==> src/rtl/bdsg_pkg.sv <==
// Shared types and constants for the bilinear density splat grid.
// No dependencies; imported by every module of the block but the checker.
package bdsg_pkg;

  // Default grid size
  localparam int GRID_W_DEF = 128;
  localparam int GRID_H_DEF = 128;

  // Item kinds carried in tuser
  localparam logic [1:0] MODE_SPLAT = 2'd0;
  localparam logic [1:0] MODE_DECAY = 2'd1;
  localparam logic [1:0] MODE_READ  = 2'd2;
  localparam logic [1:0] MODE_NOP   = 2'd3;

  // Register indexes
  localparam logic [2:0] CFG_CENTER_X = 3'd0;
  localparam logic [2:0] CFG_CENTER_Y = 3'd1;
  localparam logic [2:0] CFG_SCALE_X  = 3'd2;
  localparam logic [2:0] CFG_SCALE_Y  = 3'd3;
  localparam logic [2:0] CFG_DECAY    = 3'd4;

  localparam int CFG_DW = 24;

  // Decay factor of one in Q1.16
  localparam logic [16:0] DECAY_ONE = 17'h10000;

  // Operand pair for the shared multiplier
  typedef struct packed {
    logic signed [32:0] a;
    logic signed [24:0] b;
  } bdsg_mul_req_t;

endpackage

==> src/rtl/bdsg_mult.sv <==
// Shared signed multiplier with a registered product.
// Depends on bdsg_pkg for the operand struct.
module bdsg_mult
  import bdsg_pkg::*;
(
  input  logic               clk,
  input  bdsg_mul_req_t      req,
  output logic signed [57:0] prod
);

  // One product per cycle, available the cycle after the operands
  always_ff @(posedge clk) begin
    prod <= req.a * req.b;
  end

endmodule

==> config.mk <==
export PLATFORM = sky130hd
export DESIGN_NAME = bdsg_mult
export DESIGN_NICKNAME = d
export VERILOG_FILES = /design/src/rtl/bdsg_pkg.sv /design/src/rtl/bdsg_mult.sv
export SDC_FILE = /design/constraint.sdc
export NUM_CORES = 2
export LEC_CHECK = 0
export ABC_CLOCK_PERIOD_IN_PS = 11990
export BUFFER_PORTS_ARGS = -buffer_cell sky130_fd_sc_hd__buf_2
export CORE_UTILIZATION = 55
export DETAILED_ROUTE_END_ITERATION = 12
export MAX_ROUTING_LAYER = met4
export PLACE_DENSITY = 0.83
export SYNTH_ARGS = -nofsm -noshare
export SYNTH_HDL_FRONTEND = slang
export SYNTH_SLANG_ARGS = --single-unit
==> constraint.sdc <==
create_clock -name clk -period 11.99 [get_ports clk]
set_input_delay 2.398 -clock clk [delete_from_list [all_inputs] [get_ports clk]]
set_output_delay 2.398 -clock clk [all_outputs]
set_load 0.02 [all_outputs]
==> flow_summary.yaml <==
outcome:
  status: "complete, no violations"
cts:
  clk_pin_slew_worst_paths_ns: 0.06
  htreeDepth: 3
  cts_resized: 0
  cts_sinks: 58
  cts_root_buffer: "clkbuf_16"
  ctsHoldBuffers: 0
  numCtsBuffers: 9
  cts_tree: "built"
  postCtsSetupBuffers: 0
  clk_path_buf_depth: 2
sta:
  fmax_ghz: 0.0957
  rsz0062_at_grt: "no"
  slew_violations: 0
  worstMarginPinSlew_ns: 0.952
  slew_headroom: 0.359
  setup_viol: 0
  fin_crit_sh: 0.872
  hold_violations: 0
  tns_ns: 0
  post-route-min-period_ns: 10.45
critical_path:
  critPathRequiredTime_ns: 12.23
  timing.critical_path.from: "req[24]"
  end_kind: "register"
  crit_end: "prod[57]$_DFF_P_"
  crit_type: "input port to register"
  worstPathMaxFanout: 26
  arrival_ns: 10.69
  worstSetupStartpointType: "input port"
detailed_routing:
  via_per_inst: 5.60
  drt_iter0_markers: 1517
  drc: 0
  routed_wl_um: 78800
  wl_per_cell_um: 20.3
  via_count: 21760
  ant_nets: 0
  drtPass1Iterations: 6
layout:
  fillCellCount: 4508
  layout_commonest_cell: "fa_1"
  drive_above_1_share: 0.0480
  top_register: "prod"
  largest_reg_flops: 58
  area_growth_syn_to_layout_pct: 3.95
  nets: 4240
  top_regs: "prod: 58 flops"
  layout_common_cells: "842 x fa_1, 785 x inv_1, 416 x nand2_1"
placement:
  routabilityCongestion: 0.979
  hpwl_um: 61200
  portBuffers: 116
global_routing:
  grt_pass1_vias: 24026
  grt_usage: 0.310
  grt_max_degree: 34
  antenna_found_initial: 2
  grt_pass1_wl_um: 129000
  grt-ovfl-total: 0
logic_synthesis:
  synthTopCellsByArea: "fa_1 56%, inv_1 9.8%, and2_1 8.5%, ha_1 6.5%, nand2_1 5.2%"
  postSynthAreaPerCell_sq_um: 9.42
  synth_top_area_cell: "fa_1"
  synth-compound-area-share: 0.0442
  synthSimpleGateAreaFrac: 0.158
  synth_ff_type: "dfxtp_1"
  muxShareOfSynthArea: 0
  synth-adder-area-share: 0.623
  synth-edff-count: 0
  syn_area_sq_mm: 0.0302
  ys_warn_count: 0
  synth_xor_area_frac: 0.0171
  yosys.cell_types.count: 60
  ys_seq_area_frac: 0.0384
  netlist_instances: 3208
  async_flop_share: 0
  synth_top_family_by_area: "adder cells"
  netlist.area_leader.share: 0.558
  syn_nets: 4266
  synth-seq-cells: 58
floorplan:
  dieArea_sq_mm: 0.0559
  io_pins: 117
  fp.dieH_um: 236
  start_util: 0.559
  die_w_um: 236
  rows: 85
  core_sq_mm: 0.0540
job:
  maxCapViolations: 0
worst_hold_path:
  min_path_type: "input port to register"
final cells by class:
class / count / area (sq um) / area share
multi-input combinational: 2206 / 25400 / 0.810
antenna: 2 / 5.00 / 0.000159
tap: 696 / 871 / 0.0277
sequential: 58 / 1160 / 0.0370
timing repair buffer: 121 / 618 / 0.0197
clock inverter: 7 / 125 / 0.00399
inverter: 786 / 2950 / 0.0940
clock buffer: 9 / 225 / 0.00717
metrics by stage:
stage	util	worst slack [ns]	hold WS (ns)	cell area, sq um	cells
after CTS	0.581	1.75	2.60	31400	3883
final	0.581	1.54	2.63	31400	3885
after floorplan	-	3.20	2.53	30200	3208
after detailed placement	0.575	1.39	2.81	31000	3867
after global routing	0.581	1.40	2.63	31400	3885
after global placement	0.575	1.57	2.81	31000	3867
worst min path at each step:
stage	to	from	cells after the start
final	prod[0]$_DFF_P_	req[0]	2
after global routing	prod[0]$_DFF_P_	req[0]	2
after CTS	prod[0]$_DFF_P_	req[0]	2
after detailed placement	prod[16]	prod[16]$_DFF_P_	1
after global placement	prod[16]	prod[16]$_DFF_P_	1
after floorplan	prod[0]$_DFF_P_	req[25]	1
routing by layer:
layer / GRT usage / part of all wire / up-vias
li1: - / - / 9155
met1: 0.377 / 0.37 / 11199
met2: 0.504 / 0.49 / 1159
met3: 0.0620 / 0.098 / 247
met4: 0.129 / 0.045 / 0
met5: - / 0 / -
Yosys cell counts, types with 2 or more instances:
master,number
dfxtp_1,58
a21boi_0,2
o21ai_0,28
o21a_1,5
clkbuf_8,4
nand3_1,16
a311oi_1,2
a211o_1,3
nand2_1,416
nor3b_1,3
fa_1,842
clkbuf_1,148
a221oi_1,2
a21o_2,2
a31oi_1,10
o211a_1,2
or3_1,2
xor2_1,15
a211oi_1,8
nor2b_1,5
o2111ai_1,2
o21bai_1,15
o211ai_2,2
inv_1,785
nor4_1,3
nand4_1,15
a21oi_1,51
buf_2,3
nand2b_1,11
o211ai_1,7
and2_1,409
o21ai_1,2
nor2_1,57
a21o_1,34
o31ai_2,3
xnor2_1,44
nor3_1,6
and3_1,8
ha_1,157
worst max-delay path, cell delays in order:
cell,delay (ns)
buf_2,0.23
clkinv_1,0.73
nor2_1,0.37
fa_1,0.49
fa_1,0.56
fa_1,0.48
fa_1,0.55
fa_1,0.44
fa_1,0.51
inv_1,0.05
fa_1,0.48
inv_1,0.04
ha_1,0.36
a21o_1,0.23
a21o_1,0.17
a21oi_1,0.26
nor3b_1,0.73
nand4_1,0.17
o21ai_1,0.53
o221ai_1,0.43
a21oi_1,0.33
o211ai_1,0.14
cell families after synthesis:
family	Yosys count
fa+ha+maj	999
xor+xnor	59
simple gates	954
flops	58
compound gates	194
buf+inv	944
Power is left out: the tool's default activity adds up to more than one toggle a clock period on the data nets, which glitch-free logic cannot reach.
